**config.mk**
```make
export PLATFORM = sky130hd
export DESIGN_NAME = smh_qmul
export DESIGN_NICKNAME = d
export VERILOG_FILES = /design/src/sv/smh_pkg.sv /design/src/sv/smh_qmul.sv
export SDC_FILE = /design/constraint.sdc
export NUM_CORES = 2
export LEC_CHECK = 0
export BUFFER_PORTS_ARGS = -buffer_cell sky130_fd_sc_hd__buf_2
export CAP_MARGIN = 10
export CORE_ASPECT_RATIO = 1.5
export CORE_MARGIN = 4
export CORE_UTILIZATION = 55
export DETAILED_ROUTE_END_ITERATION = 12
export PLACE_DENSITY = 0.72
export SYNTH_ARGS = -nofsm -noshare
export SYNTH_HDL_FRONTEND = slang
export SYNTH_SLANG_ARGS = --single-unit
```
**constraint.sdc**
```tcl
create_clock -name clock -period 21.1 [get_ports clock]
set_clock_uncertainty 0.15 [all_clocks]
set_input_delay 4.22 -clock clock [delete_from_list [all_inputs] [get_ports clock]]
set_output_delay 4.22 -clock clock [all_outputs]
set_load 0.02 [all_outputs]
```
**src/sv/smh_pkg.sv**
```systemverilog
// Shared types, constants and saturating arithmetic for the stencil matrix-vector unit.
`default_nettype none
package smh_pkg;

   localparam int MAX_COLUMNS_DEFAULT = 1024;
   localparam int DATA_W = 32;
   localparam int ACC_W = 40;
   localparam int ROW_W = 16;
   localparam int REQ_FIELDS = 9;
   localparam int CSR_IDX_W = 2;

   localparam logic [CSR_IDX_W-1:0] CSR_GRID_COLUMNS = 2'd0;
   localparam logic [CSR_IDX_W-1:0] CSR_GRID_ROWS = 2'd1;
   localparam logic [CSR_IDX_W-1:0] CSR_ZERO_BOUNDARY = 2'd2;

   typedef logic signed [DATA_W-1:0] word_type;
   typedef logic signed [ACC_W-1:0] acc_type;

   typedef struct packed {
      logic north;
      logic left;
      logic own;
   } emit_ctl_type;

   function automatic acc_type add_sat(input acc_type a, input acc_type b);
      logic [ACC_W:0] s;
      s = {a[ACC_W-1], a} + {b[ACC_W-1], b};
      if (s[ACC_W] != s[ACC_W-1]) begin
         add_sat = s[ACC_W] ? {1'b1, {(ACC_W-1){1'b0}}} : {1'b0, {(ACC_W-1){1'b1}}};
      end else begin
         add_sat = s[ACC_W-1:0];
      end
   endfunction

endpackage
`default_nettype wire

```
**src/sv/smh_qmul.sv**
```systemverilog
// Two-stage Q16.16 multiplier: product register, then round half up and clip to 40 bits.
`default_nettype none
module smh_qmul (
   input  logic              clock,
   input  logic              en,
   input  smh_pkg::word_type op_a,
   input  smh_pkg::word_type op_b,
   output smh_pkg::acc_type  result
);
   import smh_pkg::*;

   localparam int PROD_W = 2 * DATA_W;
   localparam int FRAC_W = 16;
   localparam int SHIFT_W = PROD_W - FRAC_W;

   logic signed [PROD_W-1:0] prod_in;
   logic signed [PROD_W-1:0] prod_ff;
   logic [PROD_W-1:0]        rounded;
   logic [SHIFT_W-1:0]       shifted;
   acc_type                  result_in;
   acc_type                  result_ff;

   always_comb begin
      prod_in = op_a * op_b;
      rounded = prod_ff + (PROD_W'(1) << (FRAC_W - 1));
      shifted = rounded[PROD_W-1:FRAC_W];
      if ((&shifted[SHIFT_W-1:ACC_W-1]) || !(|shifted[SHIFT_W-1:ACC_W-1])) begin
         result_in = shifted[ACC_W-1:0];
      end else if (shifted[SHIFT_W-1]) begin
         result_in = {1'b1, {(ACC_W-1){1'b0}}};
      end else begin
         result_in = {1'b0, {(ACC_W-1){1'b1}}};
      end
   end

   always_ff @(posedge clock) begin
      if (en) begin
         prod_ff <= prod_in;
         result_ff <= result_in;
      end
   end

   assign result = result_ff;

endmodule
`default_nettype wire

```
# [Yosys cells after proc, flatten, opt, wreduce, memory -nomap -nowiden]
# Cells that the tools add are included.
[totals] wordCells=10 input_bits=66 output_inout_bits=40 ff_bits=104
[classes] n_mul=1 reduce_logical=4 add_sub_neg=1 n_mux=2
[ops] op="$mux 40" count=2
[ops] op="$add 64x17->64 const B" count=1
[ops] op="$mul 32x32->64" count=1
[ops] op="$reduce_and 9->1" count=1
[ops] op="$reduce_or 9->1" count=1
[ops] op="$logic_not 1->1" count=1
[ops] op="$logic_or 1x1->1" count=1

# [Depth between registers and ports, before layout]
[depth] word_depth=5 depth_mapped=29 ltp_nobuf=27

# [Worst setup path after synthesis]
# OpenSTA, ideal clock, no wires.
[synth_path] kind="input port to flip-flop" startpoint="input port op_a[31]" endpoint="register prod_ff[61], data pin" n_path_buf=2 arrival_ns=11.306 path_slack_ns=9.386 path_stages=29 required_ns=20.692 setup_ns=0.258 path_cell_list="clkbuf_1 nand2_1 inv_1 fa_1 inv_1 fa_1 inv_1 fa_1 fa_1 inv_1 fa_1 inv_1 fa_1 inv_1 fa_1 inv_1 fa_1 ha_1 clkbuf_1 and4_1 nand4_1 nor2_1 nand2_1 nor2_1 a21oi_1 o21a_1 a21boi_0 nor2_1 xnor2_1"
[synth_between] elab_chain_len=1
[synth_lines] item="from (decl)" line="smh_qmul.sv:6" rtl="input smh_pkg::word_type op_a,"
[synth_lines] item="$mul 32x32->64" line="smh_qmul.sv:24" rtl="prod_in = op_a * op_b;"
[synth_lines] item="net prod_in[61]" line="smh_qmul.sv:16" rtl="logic signed [PROD_W-1:0] prod_in;"
[synth_lines] item="to (signal assigned)" line="smh_qmul.sv:38" rtl="prod_ff <= prod_in;"
[synth_lines] item="to (decl)" line="smh_qmul.sv:17" rtl="logic signed [PROD_W-1:0] prod_ff;"
# The timed path passes the listed nets, and every way through them passes these cells.
# A chain may end at the register's enable or synchronous reset.

# [Worst setup path in the final report]
[layout_path] startpoint="input port op_a[31]" endpoint="register prod_ff[63], data pin"
# The elaborated chain is that of the path after synthesis.

==> impl_metrics.csv <==
group,metric,value,unit
run_status,status,"finished clean",
clocking,cts_num_sinks,89,
yosys,synth_top_area_cell,"fa_1",
yosys,yosys.cell_types.count,64,
yosys,netlist_area,0.0399,sq mm
die,start_util,0.558,
yosys,synth_nets,5463,
yosys,synthFlopType,"edfxtp_1",
sta,setup_viol,0,
placed_design,io_buffers,105,
clocking,clock_path_buffers,2,
worst_hold_path,min_path_type,"flip-flop to flip-flop",
sta,setup_ws,8.75,ns
sta,slew_headroom,0.223,
grt,track_usage,0.313,
yosys,yosysTopAreaCellShare,0.542,
detailed_routing,drt_first_pass_iters,7,
yosys,ys_seq_area_frac,0.0669,
detailed_routing,drc_errors,0,
setup_path,cp-end-kind,"flip-flop",
clocking,path_clk_slew,0.07,ns
detailed_routing,vias_per_cell,5.73,
layout,area_growth,3.24,%
clocking,cts_made_buffers,9,
yosys,synth.area.top_cells,"fa_1 54%, inv_1 9.2%, and2_1 8.2%",
layout,final_cells,4979,
setup_path,r2r_setup_slack,17.10,ns
sta,rsz0062_at_grt,"false",
yosys,syn_inst,4135,
sta,fin_crit_sh,0.585,
detailed_routing,wl_per_cell,23.2,um
yosys,synth-edff-count,89,
placed_design,place_congestion,0.929,
yosys,synthArstFlopShare,0,
clocking,post_cts_buffers,0,
die,core,0.0716,sq mm
die,dieArea,0.0771,sq mm
detailed_routing,wirelength,115000,um
die,fp.dieW,228,um
clocking,cts_resized,0,
sta,min_period,12.35,ns
yosys,yosys.cell_count.top_type,"fa_1",
clocking,htreeDepth,3,
grt,grt_pass1_vias,32500,
sta,drv_slew,0,
detailed_routing,vias,28500,
die,dieHeight,338,um
grt,grt_max_degree,70,
setup_path,criticalPathCategory,"primary input to flip-flop",
detailed_routing,ant_nets,0,
setup_path,cp_max_fo,32,
placed_design,pre_cts_ws,8.40,ns
layout,num-fill-cells,6237,
layout,fin_util,0.576,
run,max-cap-violations,0,
detailed_routing,drtIter0Drc,1544,
sta,setup-tns-final,0,ns
sta,worst_pin_slew,1.16,ns
grt,grt_pass1_wl,182000,um
setup_path,critPathRequiredTime,21.05,ns
clocking,worstSkewPairLatency,0.34,ns
die,ios,106,
setup_path,worst_setup_path_start_kind,"primary input",
placed_design,hpwlAfterDp,89900,um
setup_path,cp.arrival,12.30,ns
clocking,root_buffer,"clkbuf_16",
clocking,cts_hold_buf,0,
sta,maxClockFrequency,81.0,MHz
layout,nNetsFinal,5382,
clocking,tritoncts,"yes",
grt,antenna_found_initial,8,
die,rows,120,
yosys,avgSynthCellArea,9.66,sq um
sta,hold_viol_final,0,
yosys,ys_seq_elements,89,
layout,drive_gt1_frac,0.0441,
placed_design,dpl.cell_count,4958,
grt,grt_overflow,0,
yosys,synth.cells.most_frequent,"1,081 x fa_1, 984 x inv_1, 537 x nand2_1",
yosys,yosysWarnings,0,
## cell usage in the layout (no fill, tap or decap), types with 3 or more instances in the layout
cell type | Yosys | routed
a21boi_0 | 3 | 3
xor2_1 | 54 | 54
a22oi_1 | 3 | 3
and4_1 | 6 | 6
ha_1 | 181 | 181
o21bai_1 | 15 | 15
nor2_1 | 65 | 65
and3_1 | 14 | 14
nand2_1 | 537 | 537
a21oi_1 | 76 | 76
a21o_1 | 43 | 43
clkbuf_16 | 0 | 9
or3_1 | 5 | 5
o211ai_1 | 5 | 5
o21ai_0 | 28 | 28
o21ai_1 | 7 | 7
inv_1 | 984 | 984
nand2b_1 | 12 | 12
buf_4 | 3 | 21
diode_2 | 0 | 5
a21oi_2 | 20 | 20
a31oi_1 | 8 | 8
fa_1 | 1081 | 1081
nand4_1 | 26 | 26
inv_6 | 0 | 3
buf_2 | 3 | 104
o31ai_1 | 3 | 3
o21a_1 | 5 | 5
xnor2_1 | 51 | 51
nand3_1 | 24 | 24
nor3_1 | 14 | 14
and2_1 | 521 | 520
edfxtp_1 | 89 | 89
## kinds of logic (layout without fill, tap and decap cells)
kind of cell | count (synthesis) | after routing | synth area share
AND/OR/NAND/NOR | 1242 | 1242 | 0.158
buffers and inverters | 1201 | 1125 | 0.114
flip-flops | 89 | 89 | 0.0669
AO/OA/AOI/OAI | 233 | 233 | 0.0383
other | 0 | 5 | 0
adder cells (fa/ha/maj) | 1262 | 1262 | 0.599
multiplexers | 2 | 2 | 0.000501
XOR/XNOR | 106 | 106 | 0.0234
## final timing paths
check,from,depth (start not counted),endpoint
worst max-delay path,op_a[31],24,prod_ff[63]$_DFFE_PP_
worst min-delay path,prod_ff[36]$_DFFE_PP_,2,result[20]$_DFFE_PP_
worst max register to register,prod_ff[15]$_DFFE_PP_,9,result[6]$_DFFE_PP_
worst min register to register,prod_ff[36]$_DFFE_PP_,2,result[20]$_DFFE_PP_
## sequential cells by signal, summed over array words and instances (netlist names)
name and count:
result 40, prod_ff 49
## critical path, cell delays in order
cell     delay [ns]
buf_2          0.51
nand2_1        0.20
inv_1          0.18
fa_1           0.46
fa_1           0.49
fa_1           0.74
fa_1           1.04
inv_1          0.36
fa_1           0.58
inv_1          0.06
fa_1           0.55
fa_1           0.43
fa_1           0.46
ha_1           0.38
a21o_1         0.19
a21o_1         0.16
a21o_1         0.20
a31oi_1        0.18
o21ai_0        0.14
a21oi_1        0.17
o21a_1         0.19
nand2_1        0.08
a31oi_1        0.21
xnor2_1        0.08
## layer usage
metal	up-vias	share of wire	global-route usage
li1	11800	-	-
met1	14800	0.30	0.305
met2	1289	0.51	0.558
met3	636	0.061	0.0472
met4	2	0.13	0.311
met5	-	0.00013	0
## through the flow
step	cell area (sq um)	hold slack, ns
2_1_floorplan	39900	0.474
3_3_place_gp	40900	0.540
3_5_place_dp	40900	0.547
4_1_cts	41200	0.560
5_1_grt	41200	0.580
6_report	41200	0.564
## area by class of cell
cell class                      instances  area (sq um)  area share
Multi-Input combinational cell       2845         32700       0.794
Timing Repair Buffer                  125           678      0.0164
Clock buffer                            9           225     0.00546
Inverter                              984          3690      0.0896
Sequential cell                        89          2670      0.0648
Clock inverter                          7          83.8     0.00203
Antenna cell                            5          12.5    0.000303
Tap cell                              915          1140      0.0278
Power is not shown: default switching activity piles up to over one toggle a cycle in this logic, so the estimate is an artifact.
