<file path="src/sv/smh_pkg.sv">
// Shared types, constants and saturating arithmetic for the stencil matrix-vector unit.
`default_nettype none
package smh_pkg;

   localparam int MAX_COLUMNS_DEFAULT = 1024;
   localparam int DATA_W = 32;
   localparam int ACC_W = 40;
   localparam int ROW_W = 16;
   localparam int REQ_FIELDS = 9;
   localparam int CSR_IDX_W = 2;

   localparam logic [CSR_IDX_W-1:0] CSR_GRID_COLUMNS = 2'd0;
   localparam logic [CSR_IDX_W-1:0] CSR_GRID_ROWS = 2'd1;
   localparam logic [CSR_IDX_W-1:0] CSR_ZERO_BOUNDARY = 2'd2;

   typedef logic signed [DATA_W-1:0] word_type;
   typedef logic signed [ACC_W-1:0] acc_type;

   typedef struct packed {
      logic north;
      logic left;
      logic own;
   } emit_ctl_type;

   function automatic acc_type add_sat(input acc_type a, input acc_type b);
      logic [ACC_W:0] s;
      s = {a[ACC_W-1], a} + {b[ACC_W-1], b};
      if (s[ACC_W] != s[ACC_W-1]) begin
         add_sat = s[ACC_W] ? {1'b1, {(ACC_W-1){1'b0}}} : {1'b0, {(ACC_W-1){1'b1}}};
      end else begin
         add_sat = s[ACC_W-1:0];
      end
   endfunction

endpackage
`default_nettype wire

</file>
<file path="src/sv/smh_emit.sv">
// Sequencer: holds the up to three results of a point, sends one word a cycle unless stalled.
`default_nettype none
module smh_emit #(
   parameter int COL_W = 10,
   localparam int RSP_DW = ((smh_pkg::DATA_W + COL_W + smh_pkg::ROW_W + 7) / 8) * 8
) (
   input  logic                       clock,
   input  logic                       reset,
   input  logic                       load,
   input  logic                       item_valid,
   input  smh_pkg::emit_ctl_type      item_ctl,
   input  smh_pkg::acc_type           partial,
   input  smh_pkg::acc_type           below_q,
   input  smh_pkg::acc_type           left_sum,
   input  smh_pkg::acc_type           own_sum,
   input  logic [COL_W-1:0]           item_col,
   input  logic [smh_pkg::ROW_W-1:0]  item_row,
   output logic                       ready,
   output logic                       rsp_tvalid,
   input  logic                       rsp_tready,
   // product_value, out_column, out_row, zero padding
   output logic [RSP_DW-1:0]          rsp_tdata,
   // saturated
   output logic                       rsp_tuser,
   output logic                       rsp_tlast
);
   import smh_pkg::*;

   emit_ctl_type       mask_ff;
   emit_ctl_type       mask_cleared;
   acc_type            north_ff;
   acc_type            left_ff;
   acc_type            own_ff;
   logic [COL_W-1:0]   col_ff;
   logic [ROW_W-1:0]   row_ff;

   logic               out_load;
   logic               few;
   acc_type            sel_val;
   logic [COL_W-1:0]   sel_col;
   logic [ROW_W-1:0]   sel_row;
   logic               sel_done;
   word_type           sat_val;
   logic               sat_flag;

   logic               rsp_valid_ff;
   word_type           rsp_value_ff;
   logic [COL_W-1:0]   rsp_col_ff;
   logic [ROW_W-1:0]   rsp_row_ff;
   logic               rsp_sat_ff;
   logic               rsp_done_ff;

   always_comb begin
      out_load = !rsp_valid_ff || rsp_tready;
      few = !(mask_ff.north && mask_ff.left) && !(mask_ff.north && mask_ff.own) &&
            !(mask_ff.left && mask_ff.own);
      ready = few && ((mask_ff == '0) || out_load);
      mask_cleared = mask_ff;
      if (mask_ff.north) begin
         sel_val = north_ff;
         sel_col = col_ff;
         sel_row = row_ff - ROW_W'(1);
         sel_done = 1'b0;
         mask_cleared.north = 1'b0;
      end else if (mask_ff.left) begin
         sel_val = left_ff;
         sel_col = col_ff - COL_W'(1);
         sel_row = row_ff;
         sel_done = 1'b0;
         mask_cleared.left = 1'b0;
      end else begin
         sel_val = own_ff;
         sel_col = col_ff;
         sel_row = row_ff;
         sel_done = 1'b1;
         mask_cleared.own = 1'b0;
      end
      if ((&sel_val[ACC_W-1:DATA_W-1]) || !(|sel_val[ACC_W-1:DATA_W-1])) begin
         sat_val = sel_val[DATA_W-1:0];
         sat_flag = 1'b0;
      end else begin
         sat_val = sel_val[ACC_W-1] ? {1'b1, {(DATA_W-1){1'b0}}} : {1'b0, {(DATA_W-1){1'b1}}};
         sat_flag = 1'b1;
      end
   end

   always_ff @(posedge clock) begin
      if (reset) begin
         mask_ff <= '0;
         rsp_valid_ff <= 1'b0;
      end else begin
         if (load) begin
            mask_ff <= item_valid ? item_ctl : '0;
         end else if (out_load) begin
            mask_ff <= mask_cleared;
         end
         if (out_load) begin
            rsp_valid_ff <= (mask_ff != '0);
         end
      end
   end

   always_ff @(posedge clock) begin
      if (load && item_valid) begin
         north_ff <= add_sat(partial, below_q);
         left_ff <= left_sum;
         own_ff <= own_sum;
         col_ff <= item_col;
         row_ff <= item_row;
      end
      if (out_load && (mask_ff != '0)) begin
         rsp_value_ff <= sat_val;
         rsp_col_ff <= sel_col;
         rsp_row_ff <= sel_row;
         rsp_sat_ff <= sat_flag;
         rsp_done_ff <= sel_done;
      end
   end

   assign rsp_tvalid = rsp_valid_ff;
   assign rsp_tdata = RSP_DW'({rsp_row_ff, rsp_col_ff, rsp_value_ff});
   assign rsp_tuser = rsp_sat_ff;
   assign rsp_tlast = rsp_done_ff;

endmodule
`default_nettype wire

</file>
<file path="config.mk">
export PLATFORM = sky130hd
export DESIGN_NAME = smh_emit
export DESIGN_NICKNAME = d
export VERILOG_FILES = /design/src/sv/smh_pkg.sv /design/src/sv/smh_emit.sv
export SDC_FILE = /design/constraint.sdc
export NUM_CORES = 1
export LEC_CHECK = 0
export BUFFER_PORTS_ARGS = -buffer_cell sky130_fd_sc_hd__buf_4
export CORE_AREA = 2 2 177 179
export CTS_BUF_LIST = sky130_fd_sc_hd__clkbuf_2
export CTS_CLUSTER_DIAMETER = 100
export DETAILED_ROUTE_END_ITERATION = 6
export DIE_AREA = 0 0 179 181
export GPL_TIMING_DRIVEN = 0
export MAX_ROUTING_LAYER = met4
export SLEW_MARGIN = 20
export SYNTH_ARGS = -nofsm -noshare
export SYNTH_HDL_FRONTEND = slang
export SYNTH_SLANG_ARGS = --single-unit
</file>
<file path="constraint.sdc">
create_clock -name clock -period 4.7 [get_ports clock]
set_clock_uncertainty 0.15 [all_clocks]
set_input_delay 0.94 -clock clock [delete_from_list [all_inputs] [get_ports clock]]
set_output_delay 0.94 -clock clock [all_outputs]
set_load 0.05 [all_outputs]
</file>
Word level (Yosys, flattened, before mapping)
Cells that the tools add are included.
{ "word_totals": {"output_inout_bits": 68, "regBits": 210, "input_bits": 194, "word_cells": 59} }
{ "op_classes": {"n_mux": 16, "addsub": 3, "eq_ne": 3, "reduce_logical": 23} }
{ "ops": {"columns": ["op", "n"], "rows": [
  ["40-bit 2-to-1 mux", 4],
  ["32-bit 2-to-1 mux", 2],
  ["40-bit by 40-bit adder with 41-bit output", 1],
  ["10-bit 2-to-1 mux", 2],
  ["16-bit 2-to-1 mux", 1],
  ["16-bit by 1-bit subtractor with 16-bit output, second input constant", 1],
  ["10-bit by 1-bit subtractor with 10-bit output, second input constant", 1],
  ["3-bit 2-to-1 mux", 3],
  ["9-bit AND reduction", 1],
  ["9-bit OR reduction", 1],
  ["1-bit logical AND", 8],
  ["1-bit logical NOT", 5],
  ["2-bit != test, second input constant", 2],
  ["3-bit logical NOT", 1],
  ["1-bit logical OR", 3],
  ["1-bit 2-to-1 mux", 3],
  ["3-bit AND reduction", 1],
  ["3-bit nonzero test", 1],
  ["2-bit 2-to-1 mux", 1],
  ["2-bit AND reduction", 1],
  ["2-bit nonzero test", 1],
  ["1-bit != test", 1]
]} }

Longest topological paths before layout
Gate-level depths: netlist of run 1.
{ "depth": {"ltp_word": 6, "mapped_depth": 13, "ltp_nobuf": 12} }

Worst setup path after synthesis of run 1
No wires, ideal clock.
{ "synth_path": {"path_type": "input to register", "start": "input port item_valid", "end": "register col_ff[0] (enable)", "n_path_buf": 0, "path_stages": 1, "setup_time_ns": 0.525, "setup_slack_ns": -0.297, "required_ns": 4.025, "t_arrival_ns": 4.322, "cell_sequence": "and2_1"} }
{ "synth_between": {"elab_chain_cells": 1} }
{ "synth_lines": {"columns": ["element", "line", "source"], "rows": [
  ["start, declared", "smh_emit.sv:10", "input logic item_valid,"],
  ["1-bit logical AND", "smh_emit.sv:104", "if (load && item_valid) begin"],
  ["end signal, assigned", "smh_emit.sv:108", "col_ff <= item_col;"],
  ["end, declared", "smh_emit.sv:34", "logic [COL_W-1:0] col_ff;"]
]} }
Every way passes these cells.
A chain may end at the register's enable or synchronous reset.

Worst setup path after layout of run 1
{ "layout_path": {"start": "register mask_ff[1] in the netlist's numbering", "end": "output port ready"} }
{ "layout_between": {"elab_chain_cells": 5, "elab_cells_between_ends": 9, "cone_classes": "reduce/logical: 9"} }
{ "layout_lines": {"columns": ["element", "line", "source"], "rows": [
  ["start, declared", "smh_emit.sv:29", "emit_ctl_type mask_ff;"],
  ["start signal, assigned", "smh_emit.sv:93", "mask_ff <= item_valid ? item_ctl : '0;"],
  ["start signal, assigned", "smh_emit.sv:95", "mask_ff <= mask_cleared;"],
  ["1-bit logical AND", "smh_emit.sv:55", "few = !(mask_ff.north && mask_ff.left) && !(mask_ff.north && mask_ff.own) &&"],
  ["1-bit logical NOT", "smh_emit.sv:55", null],
  ["1-bit logical AND (2 in series)", "smh_emit.sv:55", null],
  ["1-bit logical AND (*)", "smh_emit.sv:57", "ready = few && ((mask_ff == '0) || out_load);"],
  ["end, declared", "smh_emit.sv:18", "output logic ready,"]
]} }
Every way passes the cells marked *; elsewhere a longest branch is shown, timed or not.

==> impl.org, run 1 <==
** Yosys
- Synthesis inferred 210 register bits.
- The most used flip-flop cell after synthesis is sky130_fd_sc_hd__edfxtp_1.
- Library cells used by synthesis :: 59
- Synth Area per Inst :: 12.3 sq um
- Post-synthesis cell area :: 10,500 sq um
- The top cell type by area accounts for 58.6% of the synthesized area.
- Of all flip-flops after synthesis, the portion carrying an async set or reset was 0%.
- Dominant cell by count in the synthesized netlist :: sky130_fd_sc_hd__edfxtp_1
- Share of the yosys chip area belonging to registers :: 59.4%
- Counting instances in the post-synthesis netlist gives the leading cell types as sky130_fd_sc_hd__edfxtp_1 (206), sky130_fd_sc_hd__a21oi_1 (100), sky130_fd_sc_hd__nor2_1 (64).
- Counting every instance in the synthesized netlist gives 857.
- The synthesized design contains 206 enable-type register cells.
- Area leader, netlist :: sky130_fd_sc_hd__edfxtp_1
- For this run, the number of Yosys warnings is 0.
- Top area cells in the synthesized netlist :: sky130_fd_sc_hd__edfxtp_1 (59%), sky130_fd_sc_hd__ha_1 (5.0%), sky130_fd_sc_hd__a21oi_1 (4.7%)

** Global route
- Combined global-route utilization of all metal layers :: 17.3%
- Antenna violations before repair :: 3
- Global-route congestion overflow total :: 0
- Vias in the first global route :: 7,834
- Entering global routing, the biggest net connects 43 pins.
- The first global-routing pass estimated 42.2 mm of wire.

** Route
- Summed over all layers, the routed wires come to 28.0 mm.
- The count of nets left with antenna violations once routing finished came out at 0.
- The routed layout has 7,794 vias.
- Number of violations reported at the end of detailed-routing iteration 0 :: 402
- The first TritonRoute pass finished after 5 iterations.
- Vias per Instance :: 4.83
- Remaining routing DRC violations :: 0
- In the final routed layout, each cell accounts on average for 17.4 um.

** Power and ir drop
- Power spread over the standard cell area amounts to 336 nW/um^2.
- In this run the static leakage power is 5.40 nW.
- Worst ir drop on vdd :: 0.136 mV

** Floorplanning
- Area of the die :: 32,400 sq um
- Placeable core area :: 30,300 sq um
- Overall die width :: 179 um
- Die extent in y :: 181 um
- Number of placement rows :: 64
- Initial core utilization :: 34.8%
- I/O Pins :: 262

** Critical path
- Arr. time, crit path :: 3.14 ns
- Critical path fanouts, max :: 10
- Crit Path Category :: reg -> out
- Critical path required time :: 3.61 ns
- CP Launch Type :: flop
- Critical Path Sink Type :: primary output

** Clock tree
- After clock tree synthesis, the clock-pin slew on the worst setup and hold paths is 0.11 ns.
- CTS hold repair buffers :: 0
- Insertion delay of the later-clocked pin in the worst-skew pair :: 0.78 ns
- TritonCTS clock tree :: yes
- The tree is rooted in a sky130_fd_sc_hd__clkbuf_2.
- CTS HTree Levels :: 2
- Postcts setup bufs :: 0
- TritonCTS created 53 clock buffers.
- The clock net in this run drives a total of 210 sinks.
- The longest clock path from root to sink contains 3 buffers.

** Placed design
- Placed inst area :: 13,100 sq um
- Routability congestion estimate from global placement :: 0.900
- Detailed Place HPWL :: 22.1 mm
- Including well taps, the total number of placed cells is 1,518.
- Buffers placed on the I/O ports in this run total 255.

** STA
- Headroom to the max-slew limit came out at 42.8%.
- Setup_tns :: 0 ns
- Final hold vios :: 0
- The worst path needs 4.23 ns of the cycle, external delays included.
- Unrepaired setup endpoints after global routing :: false
- The number of pins with negative max-slew slack in the final report was 0.
- For the pin with the worst max-slew slack, the measured transition is 0.849 ns.
- Final setup violation count :: 0
- Fmax :: 0.237 GHz
- The worst path uses 89.9% of the clock period.

** Layout
- After the flow finishes, the layout carries non-filler instances totaling 1,613.
- At the end of the flow, the number of nets in the layout was 1,414.
- In the final layout, flip-flops and latches occupy 6270 sq um.
- With fillers left out, the area of the finished cells amounts to 13,600 sq um.
- Count of filler cells inserted in the layout :: 2,849
- Fraction of layout cells with a size suffix above 1 :: 32.0%
- Summing all multi-input logic gate instances after layout gives 4020 sq um.
- Compared with the post-synthesis result, the final layout area differs by 28.9%.

** Outcome
- Status :: finished clean

** Flow run
- Max-cap violations :: 0

** Min path
- Class of the tightest hold or removal check :: in -> reg
[final timing paths]
check                                 start                to  slack [ns]  depth (start not counted)
worst max-delay path             mask_ff[1]             ready        0.47                          6
worst min-delay path            left_sum[0]        left_ff[0]        0.18                          1
worst max register to register   mask_ff[1]  rsp_value_ff[17]        1.44                          8
worst min register to register   row_ff[15]    rsp_row_ff[15]        0.41                          1
[per-stage QoR]
step | setup slack (ns) | hold slack (ns) | util [%] | power, mW
floorplan | 0.964 | 0.348 | - | 2.98
global placement | -0.473 | 0.373 | 42.8 | 3.35
detailed placement | 0.0684 | 0.382 | 43.1 | 3.37
CTS | 0.0111 | 0.0771 | 44.8 | 4.63
global route | 0.140 | 0.0483 | 44.8 | 4.83
finish | 0.474 | 0.180 | 44.8 | 4.57
[worst max-delay path, cell delays in order, from the launching register on]
cell and delay (ns):
sky130_fd_sc_hd__dfxtp_1 0.32, sky130_fd_sc_hd__clkbuf_1 0.58, sky130_fd_sc_hd__clkbuf_1 0.51, sky130_fd_sc_hd__clkbuf_2 0.43, sky130_fd_sc_hd__maj3_1 0.22, sky130_fd_sc_hd__o21ai_0 0.08
sky130_fd_sc_hd__buf_4 0.20
[logic make-up (layout without fill, tap and decap cells)]
logic type	after synthesis	after routing	synth area share (%)
buffers and inverters	66	418	2.80
muxes	54	54	5.28
adders and majority gates	49	49	5.74
and+or+nand+nor	172	172	7.51
other	1	9	0.0355
xor gates and xnor gates	57	57	4.73
DFF	210	210	59.4
AOI/OAI and AO/OA	248	248	14.5
[registers in the layout, summed over array words and instances (netlist names)]
name and cells:
col_ff 10, left_ff 40, mask_ff 3, north_ff 40, own_ff 40, row_ff 16, rsp_col_ff 10, rsp_row_ff 16
rsp_tlast 1, rsp_tuser 1, rsp_tvalid 1, rsp_value_ff 32
[what timing repair did]
| action | CTS | global route |
|---|---|---|
| resized for setup | 0 | 2 |
| endpoints found under the setup margin | 0 | 1 |
| hold endpoints to repair | 0 | 0 |
[power by group]
group / switching [mW] / internal, mW
sequential: 0.0547 / 2.25
combinational: 0.604 / 0.408
clock: 0.706 / 0.548
total: 1.36 / 3.21
[cell usage in the layout (no fill, tap or decap), types with 4 or more instances in the layout]
| master | n |
|---|---|
| sky130_fd_sc_hd__buf_4 | 265 |
| sky130_fd_sc_hd__edfxtp_1 | 206 |
| sky130_fd_sc_hd__a21oi_1 | 100 |
| sky130_fd_sc_hd__clkbuf_2 | 79 |
| sky130_fd_sc_hd__nor2_1 | 63 |
| sky130_fd_sc_hd__nand2_1 | 49 |
| sky130_fd_sc_hd__o21ai_0 | 45 |
| sky130_fd_sc_hd__ha_1 | 42 |
| sky130_fd_sc_hd__mux2i_1 | 41 |
| sky130_fd_sc_hd__xor2_1 | 29 |
| sky130_fd_sc_hd__xnor2_1 | 28 |
| sky130_fd_sc_hd__inv_1 | 24 |
| sky130_fd_sc_hd__clkbuf_1 | 23 |
| sky130_fd_sc_hd__a21o_1 | 22 |
| sky130_fd_sc_hd__mux2_2 | 13 |
| sky130_fd_sc_hd__o21ai_1 | 13 |
| sky130_fd_sc_hd__clkinv_1 | 12 |
| sky130_fd_sc_hd__a21oi_2 | 11 |
| sky130_fd_sc_hd__nor3_1 | 10 |
| sky130_fd_sc_hd__nand4_1 | 9 |
| sky130_fd_sc_hd__nand2b_1 | 7 |
| sky130_fd_sc_hd__a31oi_1 | 7 |
| sky130_fd_sc_hd__a211oi_1 | 6 |
| sky130_fd_sc_hd__o211ai_1 | 6 |
| sky130_fd_sc_hd__nand3_1 | 6 |
| sky130_fd_sc_hd__o21bai_1 | 6 |
| sky130_fd_sc_hd__maj3_1 | 6 |
| sky130_fd_sc_hd__nor4_1 | 6 |
| sky130_fd_sc_hd__conb_1 | 6 |
| sky130_fd_sc_hd__nor2b_1 | 5 |
| sky130_fd_sc_hd__a21boi_0 | 5 |
| sky130_fd_sc_hd__buf_1 | 5 |
| sky130_fd_sc_hd__o41ai_1 | 4 |
| sky130_fd_sc_hd__buf_12 | 4 |
| sky130_fd_sc_hd__dfxtp_1 | 4 |
[layer usage]
layer  global-route usage (%)  wire (um)  part of all wire [%]  vias to the layer above
li1                         -          -                     -                     3889
met1                     21.6      12200                    43                     3632
met2                     28.4      13600                    48                      242
met3                     3.83       1900                   6.8                       31
met4                     4.75        398                   1.4                        0
met5                        -          0                     0                        -
[layout make-up]
class	count	share of cell area, %
diodes	3	0.0552
plain buffers	42	1.52
clock buffers	78	2.87
clock inverters	14	0.773
inverters	24	0.662
multi-input cells	586	29.5
flip-flops and latches	210	46.1
well taps	396	3.64
repair buffers	260	14.9
No activity file was read; power rests on OpenSTA's default activity.
==> run 2, diff against run 1 <==
- MAX_ROUTING_LAYER: met4 -> not set
==> run 2 against run 1 <==
Net effect: fmax increased by 0.80%; hold slack got worse by 0.042 ns; highest routed layer unchanged; largest power group unchanged; sequential power about the same.
==> impl.org, run 2 (synthesized netlist as in run 1, its figures left out) <==
** Critical path
- Depth of the critical timing path with buffers and inverters included :: 6
- Register-to-register setup slack :: 1.29 ns
- Top delay family on crit path :: buffers and inverters
- CP Launch Type :: flop
- Critical path required time :: 3.61 ns
- The critical path goes through clkbuf_1, clkbuf_1, clkbuf_2, maj3_1, o21ai_0, buf_4.
- The worst setup path is of the reg -> out kind.
- Slowest cell on the critical path :: sky130_fd_sc_hd__clkbuf_1
- Arr. time, crit path :: 3.10 ns
- Critical Path Sink Type :: primary output
- Crit path launch :: mask_ff[1]
- In this run the critical register-to-register path is captured at rsp_value_ff[21].
- Following the worst setup path forward leads to its endpoint at ready.
- Critical path fanouts, max :: 10
- In this run the critical register-to-register path is launched from mask_ff[1].
- In this design, the stage delay of the slowest critical-path cell is 0.56 ns.
- Number of buffers and inverters on the critical path :: 4
- For the worst flop-to-flop path, the logic depth is 7.
- Among the stages of the critical path, the cell type that occurs most often is sky130_fd_sc_hd__clkbuf_1.

** Layout
- In the final layout, the share of cells above drive strength 1 is 31.5%.
- Number of cells in the finished layout apart from fillers :: 1,611
- The area growth from synthesis to layout is 28.5%.
- In the layout the commonest cells are sky130_fd_sc_hd__buf_4 (265), sky130_fd_sc_hd__edfxtp_1 (206), sky130_fd_sc_hd__a21oi_1 (100).
- Biggest regs :: left_ff x40, north_ff x40, own_ff x40
- # nets final :: 1,412
- Leading cell type in the layout, fill and taps excluded :: sky130_fd_sc_hd__buf_4
- With fillers left out, the area of the finished cells amounts to 13,600 sq um.
- At the end of the flow the core is filled with cells to 44.7%.

** STA
- Worst rel slew slack :: 48.0%
- After routing, the total negative slack on setup checks comes to 0 ns.
- Max-slew violations :: 0
- The hold violation count in the final report was 0.
- Final setup violation count :: 0
- Setup repair after global routing left no endpoint under its margin.
- For this run, the top clock speed supported by timing is 0.239 GHz.
- The clock period could shrink to 4.19 ns.
- Share of the clock period used by the worst path after layout :: 89.2%
- Post-route worst hold slack :: 0.138 ns
- Transition time at the pin with the least slew margin :: 0.772 ns

** Clock tree
- Clock tree synthesis inserted a total of 52 buffers.
- Clock latency on the worst-skew pair, taken at its later pin, is 0.80 ns.
- Clock slew at reported path FFs :: 0.11 ns
- The H-tree was split into 2 levels.
- TritonCTS clock tree :: yes
- After clock tree synthesis, the setup repair step added 0 buffers.
- Sink Count :: 210
- In this run the clock root is driven by a sky130_fd_sc_hd__clkbuf_2.
- Max Buffers Root-to-Sink :: 3

** Route
- For this run, the detailed router's first-pass iteration total came to 4.
- The detail route stage leaves a number of antenna-violating nets equal to 0.
- Number of violations reported at the end of detailed-routing iteration 0 :: 483
- After detailed routing, the number of vias per cell comes to 4.87.
- In the final routed layout, each cell accounts on average for 17.5 um.
- Remaining routing DRC violations :: 0
- The routed design has 28.2 mm of wire.
- Across all layers, the routed design uses 7,844 vias.

** Floorplanning
- I/O Pins :: 262
- After floorplanning, the core was divided into 64 placement rows.
- The die is 181 um tall.
- In this run the standard cell core region covers 30,300 sq um.
- Initial core utilization :: 34.8%
- Area of the die :: 32,400 sq um
- Measured along the x axis, the die boundary spans 179 um.

** Global route
- Combined global-route utilization of all metal layers :: 16.8%
- GR Layer Usage met3 :: 3.72%
- The number of antenna violations at the first check in global routing is 4.
- Layer carrying the most global-route usage :: met2
- The total overflow left after global routing is 0.
- M2 GR Usage :: 27.8%
- Entering global routing, the biggest net connects 60 pins.
- Grt met1 use :: 21.5%
- The first global-routing pass estimated 42.0 mm of wire.
- The number of global-route vias before repair came to 7,902.

** Placed design
- Detailed placement ended at an HPWL of 21.9 mm.
- Summing all placed instances gives a cell area of 13,100 sq um.
- Cell Count Post-Placement :: 1,517
- Routability congestion estimate from global placement :: 0.881
- Number of buffers added on ports :: 255

** Power and ir drop
- For this design the ratio of total power to cell area is 332 nW/um^2.
- Lkg Pwr :: 5.36 nW
- Worst ir drop on vdd :: 0.138 mV

** Flow run
- Max-cap violations in this run came to 0.

** Outcome
- The run finished with clean final reports.

** Min path
- The worst hold path belongs to the class in -> reg.
[run 2: cell types whose count changed in the layout (fill, tap and decap cells not counted), sizes merged]
cell | previous run | this run
clkbuf | 102 | 91
buf | 278 | 277
bufinv | 2 | 1
clkinvlp | 0 | 1
clkinv | 12 | 21
inv | 24 | 25
[run 2: through the flow]
| stage | power [mW] | setup slack [ns] |
|---|---|---|
| 2_1_floorplan | 2.98 | 0.964 |
| 3_3_place_gp | 3.35 | -0.534 |
| 3_5_place_dp | 3.37 | 0.0942 |
| 4_1_cts | 4.56 | 0.0108 |
| 5_1_grt | 4.75 | 0.229 |
| 6_report | 4.50 | 0.507 |
[run 2: area by class of cell]
type | count | area, sq um
tap | 396 | 495
clock inverter | 24 | 126
antenna | 3 | 7.51
sequential | 210 | 6270
fill | 2853 | 16800
clock buffer | 67 | 335
timing repair buffer | 259 | 2020
inverter | 24 | 90.1
buffer | 42 | 206
multi-input combinational | 586 | 4020
[run 2: worst min-delay path by stage]
stage,slack [ns],from,cells past startpoint,endpoint
after global placement,0.37,mask_ff[0],2,mask_ff[0]
after CTS,0.05,own_sum[27],1,own_ff[27]
after floorplan,0.35,mask_ff[0],2,mask_ff[0]
final,0.14,own_sum[13],1,own_ff[13]
after detailed placement,0.38,mask_ff[0],2,mask_ff[0]
after global routing,0.04,own_sum[27],1,own_ff[27]
[run 2: routing by layer]
layer  routed length [um]  vias to the layer above
met1                12200                     3670
li1                     -                     3878
met2                13600                      252
met3                 1930                       44
met5                    0                        -
met4                  541                        0
[run 2: repair_timing]
action | 4_1_cts | 5_1_grt
gates resized for setup | 0 | 2
endpoints found under the setup margin | 0 | 1
hold buffers | 0 | 0
[run 2: report_power, final]
| part | total [mW] | internal (mW) | switching, mW |
|---|---|---|---|
| Combinational | 1.02 | 0.408 | 0.610 |
| Clock | 1.18 | 0.452 | 0.724 |
| Sequential | 2.30 | 2.25 | 0.0523 |
| Total | 4.50 | 3.11 | 1.39 |
[run 2: worst reg2reg max path: stages, from the launching register on]
cell and delay, ns:
sky130_fd_sc_hd__dfxtp_1 0.32, sky130_fd_sc_hd__clkbuf_1 0.56, sky130_fd_sc_hd__clkbuf_1 0.52, sky130_fd_sc_hd__clkbuf_2 0.42, sky130_fd_sc_hd__nor3_1 0.15, sky130_fd_sc_hd__nor2_4 0.51
sky130_fd_sc_hd__buf_16 0.24, sky130_fd_sc_hd__buf_12 0.20
